$ cat src/hw/rtl/dlr_pkg.sv
`default_nettype none

package dlr_pkg;

  // Fixed field widths
  localparam int COORD_W   = 6;
  localparam int RGBA_W    = 32;
  localparam int CFG_W     = 7;
  localparam int TILE_SIZE = 64;

  // Configuration register indexes (byte address = 4 * index)
  typedef enum logic {
    REG_RASTER_WIDTH  = 1'b0,
    REG_RASTER_HEIGHT = 1'b1
  } dlr_reg_t;

  // Controller to datapath
  typedef struct packed {
    logic load;  // capture a line command and start the slope division
    logic emit;  // register the current pixel and advance along the line
  } dlr_cmd_t;

  // Datapath to controller
  typedef struct packed {
    logic div_done;  // final quotient bit is being produced this cycle
    logic at_end;    // major position has reached the far endpoint
    logic out_free;  // output register can take a pixel this cycle
  } dlr_status_t;

endpackage

`default_nettype wire

$ cat src/hw/rtl/dlr_div.sv
`default_nettype none

// Restoring divider for (dividend << FRACTION_BITS) / divisor with
// dividend <= divisor, one quotient bit per cycle, most significant first.
module dlr_div #(
  parameter int FRACTION_BITS = 8
) (
  input  wire logic                       clk,
  input  wire logic                       rst,
  input  wire logic                       start,
  input  wire logic [dlr_pkg::COORD_W-1:0] dividend,
  input  wire logic [dlr_pkg::COORD_W-1:0] divisor,
  output logic                            done,
  output logic [FRACTION_BITS:0]          quotient
);

  localparam int CNT_W = $clog2(FRACTION_BITS + 1);
  localparam int REM_W = dlr_pkg::COORD_W + 1;

  logic                          running;
  logic [CNT_W-1:0]              count;
  logic [REM_W-1:0]              rem;
  logic [dlr_pkg::COORD_W-1:0]   divisor_r;
  logic [FRACTION_BITS-1:0]      quot;
  logic                          step_bit;
  logic [dlr_pkg::COORD_W-1:0]   rem_diff;
  logic [dlr_pkg::COORD_W-1:0]   rem_keep;

  // One trial subtraction per cycle; a kept difference is below the divisor
  always_comb begin
    step_bit = (rem >= {1'b0, divisor_r});
    rem_diff = rem[dlr_pkg::COORD_W-1:0] - divisor_r;
    rem_keep = step_bit ? rem_diff : rem[dlr_pkg::COORD_W-1:0];
  end

  assign done     = running && (count == CNT_W'(FRACTION_BITS));
  assign quotient = {quot, step_bit};

  // Hold operands, shift the partial remainder, collect quotient bits
  always_ff @(posedge clk) begin
    if (rst) begin
      running <= 1'b0;
      count   <= '0;
    end else if (start) begin
      running   <= 1'b1;
      count     <= '0;
      rem       <= {1'b0, dividend};
      divisor_r <= divisor;
    end else if (running) begin
      rem   <= {rem_keep, 1'b0};
      quot  <= {quot[FRACTION_BITS-2:0], step_bit};
      count <= count + CNT_W'(1);
      if (done) begin
        running <= 1'b0;
      end
    end
  end

`ifndef NO_ASSERTIONS
  // Done lasts a single cycle per division
  a_done_once: assert property (@(posedge clk) disable iff (rst)
    done |=> !done)
    else $error("divider done held for more than one cycle");
  // The partial remainder stays below twice the divisor
  a_rem_bound: assert property (@(posedge clk) disable iff (rst)
    (running && !start) |-> (rem <= {divisor_r, 1'b0}) || (divisor_r == '0))
    else $error("divider remainder out of range");
`endif

endmodule

`default_nettype wire

$ cat src/hw/rtl/dlr_datapath.sv
`default_nettype none

module dlr_datapath #(
  parameter int FRACTION_BITS = 8
) (
  input  wire logic                        clk,
  input  wire logic                        rst,
  input  wire dlr_pkg::dlr_cmd_t           cmd,
  output dlr_pkg::dlr_status_t             status,
  input  wire logic [dlr_pkg::CFG_W-1:0]   raster_width,
  input  wire logic [dlr_pkg::CFG_W-1:0]   raster_height,
  input  wire logic [dlr_pkg::COORD_W-1:0] start_x,
  input  wire logic [dlr_pkg::COORD_W-1:0] start_y,
  input  wire logic [dlr_pkg::COORD_W-1:0] end_x,
  input  wire logic [dlr_pkg::COORD_W-1:0] end_y,
  input  wire logic [dlr_pkg::RGBA_W-1:0]  line_rgba,
  output logic                             out_valid,
  input  wire logic                        out_stall,
  output logic [dlr_pkg::COORD_W-1:0]      pixel_x,
  output logic [dlr_pkg::COORD_W-1:0]      pixel_y,
  output logic [dlr_pkg::RGBA_W-1:0]       pixel_rgba,
  output logic                             visible,
  output logic                             last_pixel
);

  localparam int CW      = dlr_pkg::COORD_W;
  localparam int SLOPE_W = FRACTION_BITS + 2;
  localparam int ACC_W   = CW + FRACTION_BITS + 1;
  localparam logic [CW-1:0] TILE_MAX = CW'(dlr_pkg::TILE_SIZE - 1);

  function automatic logic [CW-1:0] clamp_coord(input logic [CW-1:0] v);
    clamp_coord = (v > TILE_MAX) ? TILE_MAX : v;
  endfunction

  logic [CW-1:0] x1, y1, x2, y2;
  logic [CW:0]   dx, dy;
  logic [CW-1:0] abs_dx, abs_dy;
  logic          steep;
  logic [CW-1:0] maj1, min1, maj2, min2;
  logic [CW-1:0] abs_maj, abs_min;
  logic          neg_slope;
  logic          reversed;
  logic [CW-1:0] maj_start, min_start, maj_stop;

  // Line state
  logic [CW-1:0]              major_pos;
  logic [CW-1:0]              major_end;
  logic signed [ACC_W-1:0]    minor_accum;
  logic signed [SLOPE_W-1:0]  slope_step;
  logic                       axes_swapped;
  logic                       slope_neg;
  logic [dlr_pkg::RGBA_W-1:0] held_rgba;

  logic                       div_done;
  logic [FRACTION_BITS:0]     div_quot;
  logic [SLOPE_W-1:0]         slope_mag;
  logic [CW-1:0]              minor;
  logic [CW-1:0]              px, py;

  // Set up the line: clamp, pick the major axis, order the endpoints
  always_comb begin
    x1        = clamp_coord(start_x);
    y1        = clamp_coord(start_y);
    x2        = clamp_coord(end_x);
    y2        = clamp_coord(end_y);
    dx        = {1'b0, x2} - {1'b0, x1};
    dy        = {1'b0, y2} - {1'b0, y1};
    abs_dx    = dx[CW] ? CW'(-dx) : dx[CW-1:0];
    abs_dy    = dy[CW] ? CW'(-dy) : dy[CW-1:0];
    steep     = abs_dy > abs_dx;
    maj1      = steep ? y1 : x1;
    min1      = steep ? x1 : y1;
    maj2      = steep ? y2 : x2;
    min2      = steep ? x2 : y2;
    abs_maj   = steep ? abs_dy : abs_dx;
    abs_min   = steep ? abs_dx : abs_dy;
    neg_slope = dx[CW] ^ dy[CW];
    reversed  = maj1 > maj2;
    maj_start = reversed ? maj2 : maj1;
    min_start = reversed ? min2 : min1;
    maj_stop  = reversed ? maj1 : maj2;
  end

  dlr_div #(
    .FRACTION_BITS(FRACTION_BITS)
  ) u_div (
    .clk      (clk),
    .rst      (rst),
    .start    (cmd.load),
    .dividend (abs_min),
    .divisor  (abs_maj),
    .done     (div_done),
    .quotient (div_quot)
  );

  assign slope_mag = {1'b0, div_quot};
  assign minor     = minor_accum[FRACTION_BITS +: CW];
  assign px        = axes_swapped ? minor : major_pos;
  assign py        = axes_swapped ? major_pos : minor;

  assign status.div_done = div_done;
  assign status.at_end   = (major_pos == major_end);
  assign status.out_free = !out_valid || !out_stall;

  // Capture the command, take the slope, step along the major axis
  always_ff @(posedge clk) begin
    if (cmd.load) begin
      major_pos    <= maj_start;
      major_end    <= maj_stop;
      minor_accum  <= {1'b0, min_start, {FRACTION_BITS{1'b0}}};
      axes_swapped <= steep;
      slope_neg    <= neg_slope;
      held_rgba    <= line_rgba;
    end else if (cmd.emit && !status.at_end) begin
      major_pos   <= major_pos + CW'(1);
      minor_accum <= minor_accum + {{(ACC_W - SLOPE_W){slope_step[SLOPE_W-1]}}, slope_step};
    end
    if (div_done) begin
      slope_step <= slope_neg ? -slope_mag : slope_mag;
    end
  end

  // Output register: load on emit, drop once taken
  always_ff @(posedge clk) begin
    if (rst) begin
      out_valid <= 1'b0;
    end else if (cmd.emit) begin
      out_valid <= 1'b1;
    end else if (!out_stall) begin
      out_valid <= 1'b0;
    end
  end

  always_ff @(posedge clk) begin
    if (cmd.emit) begin
      pixel_x    <= px;
      pixel_y    <= py;
      pixel_rgba <= held_rgba;
      visible    <= ({1'b0, px} < raster_width) && ({1'b0, py} < raster_height);
      last_pixel <= status.at_end;
    end
  end

`ifndef NO_ASSERTIONS
  // The final pixel of a line is flagged as such
  a_last_flag: assert property (@(posedge clk) disable iff (rst)
    (cmd.emit && status.at_end) |=> (out_valid && last_pixel))
    else $error("final pixel not flagged");
  // A pixel waiting under stall is never overwritten
  a_no_overwrite: assert property (@(posedge clk) disable iff (rst)
    cmd.emit |-> status.out_free)
    else $error("pixel emitted into a full output register");
  // The minor accumulator never goes negative on a line
  a_accum_sign: assert property (@(posedge clk) disable iff (rst)
    cmd.emit |-> !minor_accum[ACC_W-1])
    else $error("minor accumulator negative");
`endif

endmodule

`default_nettype wire

$ cat src/hw/rtl/dlr_ctrl.sv
`default_nettype none

module dlr_ctrl (
  input  wire logic                 clk,
  input  wire logic                 rst,
  input  wire logic                 in_valid,
  output logic                      in_stall,
  output dlr_pkg::dlr_cmd_t         cmd,
  input  wire dlr_pkg::dlr_status_t status
);

  typedef enum logic [1:0] {
    ST_IDLE,
    ST_DIVIDE,
    ST_DRAW
  } state_t;

  state_t state;
  state_t state_next;

  assign in_stall = (state != ST_IDLE);

  // Commands and next state
  always_comb begin
    cmd        = '0;
    state_next = state;
    case (state)
      ST_IDLE: begin
        if (in_valid) begin
          cmd.load   = 1'b1;
          state_next = ST_DIVIDE;
        end
      end
      ST_DIVIDE: begin
        if (status.div_done) begin
          state_next = ST_DRAW;
        end
      end
      ST_DRAW: begin
        if (status.out_free) begin
          cmd.emit = 1'b1;
          if (status.at_end) begin
            state_next = ST_IDLE;
          end
        end
      end
      default: begin
        state_next = ST_IDLE;
      end
    endcase
  end

  always_ff @(posedge clk) begin
    if (rst) begin
      state <= ST_IDLE;
    end else begin
      state <= state_next;
    end
  end

`ifndef NO_ASSERTIONS
  // An accepted transaction always starts a division
  a_accept_divide: assert property (@(posedge clk) disable iff (rst)
    (in_valid && !in_stall) |=> (state == ST_DIVIDE))
    else $error("accepted transaction did not start a division");
  // The division result moves the controller on to drawing
  a_divide_draw: assert property (@(posedge clk) disable iff (rst)
    (state == ST_DIVIDE && status.div_done) |=> (state == ST_DRAW))
    else $error("division finished without drawing");
`endif

endmodule

`default_nettype wire

$ cat src/hw/rtl/dda_line_rasterizer.sv
`default_nettype none

// Channel   Direction  Handshake             Payload
// input     in         in_valid / in_stall   start_x, start_y, end_x, end_y, line_rgba
// output    out        out_valid / out_stall pixel_x, pixel_y, pixel_rgba, visible, last_pixel
// config    in         APB (psel, penable)   raster_width @ 0x0, raster_height @ 0x4
//
// A line is taken as a transaction, then the shift-subtract divider produces the slope one bit
// per cycle, then the stepper emits one pixel per cycle while the output is not stalled.
// Stalls on the output hold the pixel stepper; the next transaction is taken once the last
// pixel sits in the output register.
// rst is synchronous and active high; it clears the controller, the divider and the
// output valid, and sets both raster limits to 64.
module dda_line_rasterizer #(
  parameter int FRACTION_BITS = 8
) (
  input  wire logic                        clk,
  input  wire logic                        rst,
  // line commands
  input  wire logic                        in_valid,
  output logic                             in_stall,
  input  wire logic [dlr_pkg::COORD_W-1:0] start_x,
  input  wire logic [dlr_pkg::COORD_W-1:0] start_y,
  input  wire logic [dlr_pkg::COORD_W-1:0] end_x,
  input  wire logic [dlr_pkg::COORD_W-1:0] end_y,
  input  wire logic [dlr_pkg::RGBA_W-1:0]  line_rgba,
  // pixels
  output logic                             out_valid,
  input  wire logic                        out_stall,
  output logic [dlr_pkg::COORD_W-1:0]      pixel_x,
  output logic [dlr_pkg::COORD_W-1:0]      pixel_y,
  output logic [dlr_pkg::RGBA_W-1:0]       pixel_rgba,
  output logic                             visible,
  output logic                             last_pixel,
  // configuration
  input  wire logic                        psel,
  input  wire logic                        penable,
  input  wire logic                        pwrite,
  input  wire logic [2:0]                  paddr,
  input  wire logic [31:0]                 pwdata,
  output logic [31:0]                      prdata,
  output logic                             pready
);

  localparam int CFG_W = dlr_pkg::CFG_W;

  logic [CFG_W-1:0]     raster_width;
  logic [CFG_W-1:0]     raster_height;
  dlr_pkg::dlr_reg_t    reg_sel;
  logic                 cfg_write;
  dlr_pkg::dlr_cmd_t    cmd;
  dlr_pkg::dlr_status_t status;

  assign pready    = 1'b1;
  assign reg_sel   = dlr_pkg::dlr_reg_t'(paddr[2]);
  assign cfg_write = psel && penable && pwrite && pready;

  // Configuration registers
  always_ff @(posedge clk) begin
    if (rst) begin
      raster_width  <= CFG_W'(dlr_pkg::TILE_SIZE);
      raster_height <= CFG_W'(dlr_pkg::TILE_SIZE);
    end else if (cfg_write) begin
      case (reg_sel)
        dlr_pkg::REG_RASTER_WIDTH:  raster_width  <= pwdata[CFG_W-1:0];
        dlr_pkg::REG_RASTER_HEIGHT: raster_height <= pwdata[CFG_W-1:0];
        default: begin
        end
      endcase
    end
  end

  // Read back
  always_comb begin
    case (reg_sel)
      dlr_pkg::REG_RASTER_WIDTH:  prdata = {{(32 - CFG_W){1'b0}}, raster_width};
      dlr_pkg::REG_RASTER_HEIGHT: prdata = {{(32 - CFG_W){1'b0}}, raster_height};
      default:                    prdata = '0;
    endcase
  end

  dlr_ctrl u_ctrl (
    .clk      (clk),
    .rst      (rst),
    .in_valid (in_valid),
    .in_stall (in_stall),
    .cmd      (cmd),
    .status   (status)
  );

  dlr_datapath #(
    .FRACTION_BITS(FRACTION_BITS)
  ) u_datapath (
    .clk           (clk),
    .rst           (rst),
    .cmd           (cmd),
    .status        (status),
    .raster_width  (raster_width),
    .raster_height (raster_height),
    .start_x       (start_x),
    .start_y       (start_y),
    .end_x         (end_x),
    .end_y         (end_y),
    .line_rgba     (line_rgba),
    .out_valid     (out_valid),
    .out_stall     (out_stall),
    .pixel_x       (pixel_x),
    .pixel_y       (pixel_y),
    .pixel_rgba    (pixel_rgba),
    .visible       (visible),
    .last_pixel    (last_pixel)
  );

`ifndef NO_ASSERTIONS
  // No new transaction is taken while a line is still being drawn
  a_one_line: assert property (@(posedge clk) disable iff (rst)
    (in_valid && !in_stall) |=> in_stall)
    else $error("second transaction taken during a line");
  // A raster width write lands in the register
  a_cfg_write: assert property (@(posedge clk) disable iff (rst)
    (cfg_write && reg_sel == dlr_pkg::REG_RASTER_WIDTH) |=>
      (raster_width == $past(pwdata[CFG_W-1:0])))
    else $error("raster width write lost");
`endif

endmodule

`default_nettype wire

$ cat config.mk
export PLATFORM = sky130hd
export DESIGN_NAME = dda_line_rasterizer
export DESIGN_NICKNAME = d
export VERILOG_FILES = /design/src/hw/rtl/dlr_pkg.sv /design/src/hw/rtl/dlr_div.sv /design/src/hw/rtl/dlr_datapath.sv /design/src/hw/rtl/dlr_ctrl.sv /design/src/hw/rtl/dda_line_rasterizer.sv
export SDC_FILE = /design/constraint.sdc
export NUM_CORES = 1
export LEC_CHECK = 0
export ABC_AREA = 1
export BUFFER_PORTS_ARGS = -buffer_cell sky130_fd_sc_hd__buf_2
export CORE_ASPECT_RATIO = 2
export CORE_MARGIN = 5
export CORE_UTILIZATION = 40
export DETAILED_ROUTE_END_ITERATION = 16
export PLACE_DENSITY = 0.61
export SYNTH_ARGS = -nofsm -noshare
export SYNTH_HDL_FRONTEND = slang
export SYNTH_HIERARCHICAL = 1
export SYNTH_SLANG_ARGS = --single-unit
$ cat constraint.sdc
create_clock -name clk -period 3.9 [get_ports clk]
set_clock_uncertainty 0.1 [all_clocks]
set_input_delay 0 -clock clk [delete_from_list [all_inputs] [get_ports clk]]
set_output_delay 0 -clock clk [all_outputs]
set_load 0.05 [all_outputs]
==> results of run 1 <==
==> stage by stage <==
stage               area (µm²)  util, %  TNS (ps)
floorplan                 9500        -         0
global placement         10800     46.6     -4570
detailed placement       10800     46.6     -7250
CTS                      12100     52.0         0
global route             12500     53.8      -814
finish                   12500     53.8         0
==> final timing paths <==
| check | start | cells past startpoint | end | slack [ps] |
|---|---|---|---|---|
| setup / recovery | end_x[5] | 28 | u_datapath/minor_accum[11] | 170 |
| hold / removal | end_x[0] | 7 | u_datapath/major_end[0] | 40 |
| setup reg to reg | u_datapath/u_div/rem[4] | 14 | u_datapath/slope_step[8] | 1070 |
| hold reg to reg | u_datapath/held_rgba[25] | 0 | u_datapath/pixel_rgba[25] | 320 |
==> layer usage <==
layer  GRT usage (%)  up-vias  wire length (µm)  part of all wire (%)
met5               0        -                 0                     0
met4            10.3        0              1240                   5.2
met3            3.20       65               820                   3.4
met2            35.4      204             13700                    57
met1            16.4     3656              8200                    34
li1                -     4078                 -                     -
==> registers in the layout (all words and copies together) (netlist names), 7 cells and up <==
name                    count
u_datapath/held_rgba       32
u_datapath/pixel_rgba      32
u_datapath/minor_accum     14
u_datapath/slope_step      10
u_datapath/u_div/quot       8
raster_height               7
raster_width                7
u_datapath/u_div/rem        7
==> worst max-delay path, cell delays in order <==
cell	delay, ps
buf_2	120
ha_1	350
a21o_1	210
a31oi_4	190
nand2_2	120
inv_2	120
nand2_1	70
nand2_1	120
nand2_1	110
ha_4	290
nand2_4	50
nor2_4	90
o21ai_1	80
o211ai_2	100
nand2_4	150
buf_12	170
o21a_1	210
ha_4	280
nand2_2	90
nor2_1	100
o21ai_1	80
a31oi_2	180
buf_6	160
buf_8	120
nand2_1	80
o21ai_1	140
nand2_1	70
nand2_1	70
==> area by class of cell <==
class	instances	share of cell area, %
clock buffers	19	3.46
repair buffers	302	17.7
inverters	141	4.32
clock inverters	13	1.02
multi-input cells	746	34.8
flip-flops and latches	159	35.8
well taps	283	2.83
==> synthesized netlist by cell type, types with 4 or more instances <==
master,count,area share (%)
a21oi_1,39,2.1
a31oi_1,4,0.27
buf_2,6,0.32
buf_4,33,2.6
buf_6,6,0.72
clkbuf_1,11,0.44
dfxtp_1,30,6.4
edfxtp_1,129,41
ha_1,58,7.7
inv_1,126,5.0
inv_2,12,0.48
nand2_1,286,11
nand2_2,17,1.1
nand3_1,93,5.0
nand3b_1,8,0.64
nand4_1,6,0.40
nor2_1,70,2.8
nor2_2,5,0.33
nor2_4,6,0.72
nor3_1,6,0.32
o21a_1,6,0.48
o21ai_0,29,1.5
o21ai_1,15,0.80
o21ai_2,13,1.2
xnor2_1,8,0.75
xor2_1,19,1.8
==> logic make-up (layout without fill, tap and decap cells) <==
kind of cell / after synthesis / in the layout
adders and majority gates: 60 / 60
and+or+nand+nor: 515 / 515
buffers and inverters: 197 / 475
AOI/OAI and AO/OA: 118 / 118
other: 2 / 26
DFF: 159 / 159
xor gates and xnor gates: 27 / 27
==> repair_timing <==
item                       in CTS  in global routing
hold buffers                   68                  0
setup endpoints to repair       0                 18
resized for setup               0                 64
hold endpoints to repair       58                  0
buffers inserted                0                  7
==> power groups by stage <==
| stage | registers (mW) | clock network [mW] | logic [mW] |
|---|---|---|---|
| after floorplan | 2.16 | 0 | 1.75 |
| after global placement | 2.19 | 0 | 2.42 |
| after detailed placement | 2.20 | 0 | 2.46 |
| after CTS | 2.16 | 1.62 | 2.52 |
| after global routing | 2.17 | 1.69 | 3.38 |
| final | 2.16 | 1.58 | 3.05 |
==> placed cells by master (no fill, tap or decap), types with 7 or more instances in the layout <==
cell type,instances
nand3_1,88
nand2_1,277
ha_1,47
a21oi_1,39
o21ai_0,25
inv_6,7
ha_4,8
edfxtp_1,129
nand3b_1,8
nand2_2,24
dlygate4sd3_1,68
inv_2,20
buf_4,100
xor2_1,19
o21ai_2,11
xnor2_1,7
nor2_2,8
nor2_1,66
o21ai_1,17
inv_1,117
conb_1,26
dfxtp_1,30
clkbuf_16,20
buf_2,125
nor2_4,7
nand3_2,8
==> run metrics, run 1 <==
post-route antenna net violation count=0; Seq pwr share=31.8%; total power=6.78 mW; dpl hpwl=18.3 mm; Internal Power=4.36 mW; fin crit period=3730 ps; FILL cells=2,050; Worst-Skew Late Latency=430 ps; Worst-path clk slew=60 ps; global-route wire length before repair=38.3 mm; synthesized area=9400 µm²; Combinational Power Share=44.9%; largest net degree at the start of global routing=48; cell count after synthesis=1,078; Synth Area in XOR/XNOR=2.52%; Hold WC Path Type=in2reg; die height=227 µm; max frequency=268 MHz; worst-margin pin slew=1050 ps; WL/cell=14.4 µm; sequential area share after synthesis=47.6%; total track usage=17.8%; total grt overflow=0; final WL=23.9 mm; Seq cells post-synth=159; initial antenna violation count=0; clock buffer depth=2; H-tree depth=4; Starting Density=40.5%; combinational family with the most area after synthesis=simple AND/OR/NAND/NOR gates; post-synthesis adder-cell area fraction=8.15%; Main synth FF type=edfxtp_1; post-route insts no fill=1,663; Arrival @ worst endpoint=3930 ps; Switch Pwr=2.41 mW; compound-cell area share of the yosys netlist=7.44%; Worst VDD drop=0.439 mV; Area Growth Syn to Fin=32.9%; max-cap check violation count=0; power per cell area=543 nW/µm²; fraction of layout cells with a size suffix above 1=27.3%; vias per cell=4.81; via count=8,003; Setup crit start kind=input port; Final Cycle Share=95.8%; multi-input logic area=4350 µm²; hold slack final=39.4 ps; switch share=35.6%; Pre-Repair DR Iteration Count=5; ant diodes=0; Post-synth EDFFs=129; Die Area=26,900 µm²; FFs w/ async S/R, synth=0%; Fin. Hold Viols=0; row count=79; Synth cell types=47; number of remaining DRC errors=0; final setup vio count=0; crit path max fanout=8; routability cong.=0.915; Syn Area/Cell=8.72 µm²; Synth Area in Simple Gates=24.4%; leakage=5.75 nW; Num CTS Buffers=17; max_slew headroom=29.3%; outcome=complete, no violations; DRT iter0 DRCs=310; Core Footprint=23,200 µm²; crit end category=flop; Setup WS pre-CTS=-468 ps; Ys Warns=6; final setup margin=165 ps; overall die width=118 µm; CTS tree=done; PortBufs=125; Clk pwr share=23.2%; Slew Limit Fails=0; FF+latch area=4470 µm²; vias in the first global route=8,188; Clock Sinks=159; CTS Root Buffer Type=clkbuf_16; Critical Path RT=4100 ps; kind of critical path=in2reg; I/O pin count=179; post-synthesis mux area share=0%; Post-layout nets=1,525; placed insts=1,552
Note: power is estimated with default switching activity, not from simulation.
==> run 2, diff against run 1 <==
- CORE_UTILIZATION: 40 -> 45
- PLACE_DENSITY: 0.61 -> 0.68
==> run metrics, run 2 (synthesized netlist as in run 1, its figures left out) <==
commonest non-fill, non-tap cell in the layout=nand2_1; DRT iter0 DRCs=359 (+16%); max frequency=261 MHz (-2.7%); CP max stage delay=410 ps (+60 ps); Worst VDD drop=0.399 mV (-9.0%); Setup crit start kind=input port; Switch Pwr=2.41 mW (-0.23%); biggest regs=u_datapath/held_rgba x32, u_datapath/pixel_rgba x32, u_datapath/minor_accum x14; outcome=complete, no violations; H-tree depth=4 (unchanged); crit-path most repeated cell=nand2_2; Combinational Power Share=44.8% (about the same); Fin. Hold Viols=0 (unchanged); leakage=5.71 nW (-0.73%); crit end category=flop; Clock Sinks=159 (unchanged); most frequent cells in the layout=267 x nand2_1, 129 x edfxtp_1, 125 x buf_2; max-cap check violation count=0 (unchanged); FILL cells=1,781 (-13%); vias per cell=4.98 (+3.5%); Core Footprint=20,600 µm² (-12%); clock buffer depth=2 (unchanged); switch share=36.1% (+0.49 points); Hold WC Path Type=in2reg; dpl hpwl=17.6 mm (-3.4%); worst-margin pin slew=998 ps (-53.7 ps); number of remaining DRC errors=0 (unchanged); power per cell area=539 nW/µm² (-0.73%); Crit-path slowest cell=nor3_1; via count=8,147 (+1.8%); Slew Limit Fails=0 (unchanged); worst r2r src=u_datapath/u_div/rem[4]; initial antenna violation count=0 (unchanged); final WL=23.9 mm (-0.23%); crit path from=end_x[5]; CTS Root Buffer Type=clkbuf_16; total grt overflow=0 (unchanged); kind of critical path=in2reg; Starting Density=45.7% (+5.3 points); Area Growth Syn to Fin=31.8%; Seq pwr share=32.4% (+0.6 points); vias in the first global route=8,143 (-0.55%); I/O pin count=179 (unchanged); routability cong.=0.884 (-3.4%); total track usage=19.1% (+1.4 points); Arrival @ worst endpoint=3920 ps (about the same); fin crit period=3840 ps (+103 ps); CTS tree=done; Final Cycle Share=98.4% (+2.6 points); row count=74 (-6.3%); Critical Path RT=3980 ps (-120 ps); Worst-path clk slew=60 ps (about the same); post-route antenna net violation count=0 (unchanged); crit path max fanout=11 (+3); die height=214 µm (-5.5%); WL/cell=14.6 µm (+1.5%); min-delay src=start_y[0]; global-route wire length before repair=37.1 mm (-3.2%); hold slack final=35.1 ps (-4.28 ps); fin util=60.3% (+6.5 points); fraction of layout cells with a size suffix above 1=28.7% (+1.4 points); Internal Power=4.26 mW (-2.3%); Die Area=24,100 µm² (-10%); overall die width=112 µm (-5.2%); final setup vio count=0 (unchanged); max_slew headroom=32.9% (+3.6 points); Post-layout nets=1,514 (-0.72%); Pre-Repair DR Iteration Count=7 (+2); Clk pwr share=22.8% (-0.4 points); Num CTS Buffers=17 (unchanged); Worst-Skew Late Latency=430 ps (about the same); PortBufs=125 (unchanged); largest net degree at the start of global routing=48 (unchanged); ant diodes=0 (unchanged)
-- run 2: changes by cell type in the layout (fill, tap and decap cells not counted), moves of 5 or more --
cell / previous run / this run
buf_4: 100 / 95
dlygate4sd3_1: 68 / 59
nand2_2: 24 / 33
o21ai_2: 11 / 16
nand2_1: 277 / 267
-- run 2: layout make-up --
| cell class | instances | area, µm² | share of cell area, % |
|---|---|---|---|
| clock buffer | 19 | 443 | 3.58 |
| clock inverter | 13 | 105 | 0.848 |
| inverter | 141 | 542 | 4.37 |
| multi-input combinational | 746 | 4380 | 35.4 |
| sequential | 159 | 4470 | 36.1 |
| tap | 266 | 333 | 2.69 |
| timing repair buffer | 290 | 2100 | 16.9 |
| timing repair inverter | 1 | 7.51 | 0.0606 |
-- run 2: timing repair --
item | in CTS | in global routing
hold buffers | 59 | 0
hold endpoints to repair | 54 | 0
resized for setup | 0 | 83
buffers inserted | 0 | 14
endpoints found under the setup margin | 0 | 18
-- run 2: critical path, delay by kind of cell --
family / cells / cell delay (ps)
simple gates: 11 / 1290
compound gates: 7 / 890
buf+inv: 6 / 780
fa+ha+maj: 3 / 950
-- run 2: per-layer routing --
layer	up-vias	part of all wire, %	track usage, %
met1	3792	35	18.1
met2	237	57	38.4
li1	4056	-	-
met5	-	0	0
met4	0	3.8	9.43
met3	62	3.9	2.82
-- run 2: final timing paths --
check	to	slack, ps	cells after the start
setup / recovery	u_datapath/minor_accum[9]	60	27
hold / removal	u_datapath/minor_accum[8]	40	6
setup reg to reg	u_datapath/slope_step[8]	1010	14
hold reg to reg	u_datapath/pixel_rgba[11]	320	0
-- run 2: per-stage QoR --
step | TNS [ps] | instances | instance area (µm²) | setup WS, ps | total power, mW
floorplan | 0 | 1102 | 9500 | 16.1 | 3.90
global placement | -3680 | 1527 | 10800 | -260 | 4.58
detailed placement | -5890 | 1527 | 10800 | -391 | 4.64
CTS | 0 | 1618 | 11900 | 82.3 | 6.21
global route | -1330 | 1635 | 12400 | -122 | 7.11
finish | 0 | 1635 | 12400 | 62.9 | 6.67
-- run 2: power groups by stage --
stage	sequential [mW]	combinational, mW	clock, mW
final	2.16	2.99	1.52
after global routing	2.18	3.31	1.62
after CTS	2.16	2.49	1.56
after detailed placement	2.20	2.44	0
after global placement	2.19	2.39	0
after floorplan	2.16	1.75	0
==> run 3, diff against run 2 <==
- CAP_MARGIN: not set -> 10
- PLACE_DENSITY: 0.68 -> 0.65
- clock period: 3.9 -> 4.1 ns (I/O delays scaled with it)
==> run metrics, run 3 (synthesized netlist as in run 1, its figures left out) <==
hold slack final=28.9 ps (-6.18 ps); CTS Root Buffer Type=clkbuf_16; final setup margin=160 ps (+97.1 ps); most frequent cells in the layout=276 x nand2_1, 129 x edfxtp_1, 124 x buf_2; max_slew headroom=27.3% (-5.6 points); total track usage=19.0% (-0.16 points); I/O pin count=179 (unchanged); max frequency=254 MHz; CTS tree=done; Post-layout nets=1,504 (-0.66%); Setup crit start kind=input port; total grt overflow=0 (unchanged); Setup WS pre-CTS=-224 ps (+167 ps); vias per cell=4.90 (-1.7%); H-tree depth=4 (unchanged); total power=6.36 mW (-4.7%); fin util=59.7% (-0.61 points); commonest non-fill, non-tap cell in the layout=nand2_1; kind of critical path=in2reg; Fin Setup TNS=0 ps (unchanged); crit end category=flop; final WL=23.3 mm (-2.2%); WL/cell=14.4 µm (-1.6%); Fin. Hold Viols=0 (unchanged); clock buffer depth=2 (unchanged); Worst VDD drop=0.317 mV (-21%); Starting Density=45.7% (unchanged); biggest regs=u_datapath/held_rgba x32, u_datapath/pixel_rgba x32, u_datapath/minor_accum x14; die height=214 µm (unchanged); fin crit period=3940 ps; crit path max fanout=12 (+1); CP max stage delay=310 ps (-100 ps); Hold WC Path Type=in2reg; dpl hpwl=17.7 mm (+0.19%); number of remaining DRC errors=0 (unchanged); Arrival @ worst endpoint=4020 ps (+100 ps); Clock Sinks=159 (unchanged); global-route wire length before repair=36.7 mm (-0.93%); Worst-path clk slew=60 ps (about the same); outcome=complete, no violations; Num CTS Buffers=17 (unchanged); routability cong.=0.906 (+2.5%); PortBufs=125 (unchanged); power per cell area=519 nW/µm² (-3.7%); leakage=5.67 nW (-0.62%); post-route antenna net violation count=0 (unchanged); final setup vio count=0 (unchanged); Crit-path slowest cell=a31oi_2; Slew Limit Fails=0 (unchanged); initial antenna violation count=0 (unchanged); Worst-Skew Late Latency=420 ps (about the same); Critical Path RT=4180 ps (+200 ps); largest net degree at the start of global routing=48 (unchanged); overall die width=112 µm (unchanged); fraction of layout cells with a size suffix above 1=25.8% (-2.9 points); Pre-Repair DR Iteration Count=5 (-2); DRT iter0 DRCs=402 (+12%); Die Area=24,100 µm² (unchanged); vias in the first global route=7,947 (-2.4%); worst-margin pin slew=1080 ps (+83.1 ps); Final Cycle Share=96.1%; Core Footprint=20,600 µm² (unchanged); row count=74 (unchanged); max-cap check violation count=0 (unchanged); via count=7,961 (-2.3%); Area Growth Syn to Fin=30.4%
[run 3: critical path, delay by kind of cell]
kind	cells	cell delay [ps]
compound gates	7	1130
buf+inv	8	970
simple gates	11	1040
fa+ha+maj	3	880
[run 3: path summary, 6_finish.rpt]
check / from / end / slack, ps / depth (start not counted)
setup / recovery: start_y[3] / u_datapath/major_pos[1] / 160 / 29
hold / removal: end_y[1] / u_datapath/major_pos[1] / 30 / 6
setup reg to reg: u_datapath/u_div/rem[4] / u_datapath/slope_step[8] / 1320 / 14
hold reg to reg: u_datapath/held_rgba[9] / u_datapath/pixel_rgba[9] / 320 / 0
[run 3: final cells by class]
cell class,instances,area [µm²]
clock buffers,17,425
inverters,141,544
well taps,266,333
flip-flops and latches,159,4470
repair buffers,281,2040
clock inverters,15,169
diodes,1,2.50
fillers,1789,8290
multi-input cells,746,4270
[run 3: per-layer routing]
layer	vias to the layer above	wire, µm	part of all wire (%)	global-route usage (%)
met4	0	701	3.0	8.14
met2	206	13700	59	38.8
met3	54	844	3.6	3.08
met5	-	0	0	0
met1	3672	8080	35	17.7
li1	4029	-	-	-
[run 3: report_power, final]
group          internal, mW  switching (mW)  total (mW)
Sequential             1.96          0.0903        2.05
Clock                 0.866           0.687        1.55
Combinational          1.25            1.50        2.75
[run 3: timing repair]
item | in CTS | in global routing
hold buffers | 69 | 0
endpoints found under the hold margin | 60 | 0
endpoints found under the setup margin | 0 | 18
resized for setup | 0 | 54
setup buffers | 0 | 16
[run 3: through the flow]
| stage | instances | area, µm² |
|---|---|---|
| floorplan | 1102 | 9490 |
| detailed placement | 1508 | 10600 |
| finish | 1626 | 12300 |
| global route | 1625 | 12300 |
| CTS | 1609 | 11900 |
| global placement | 1508 | 10600 |
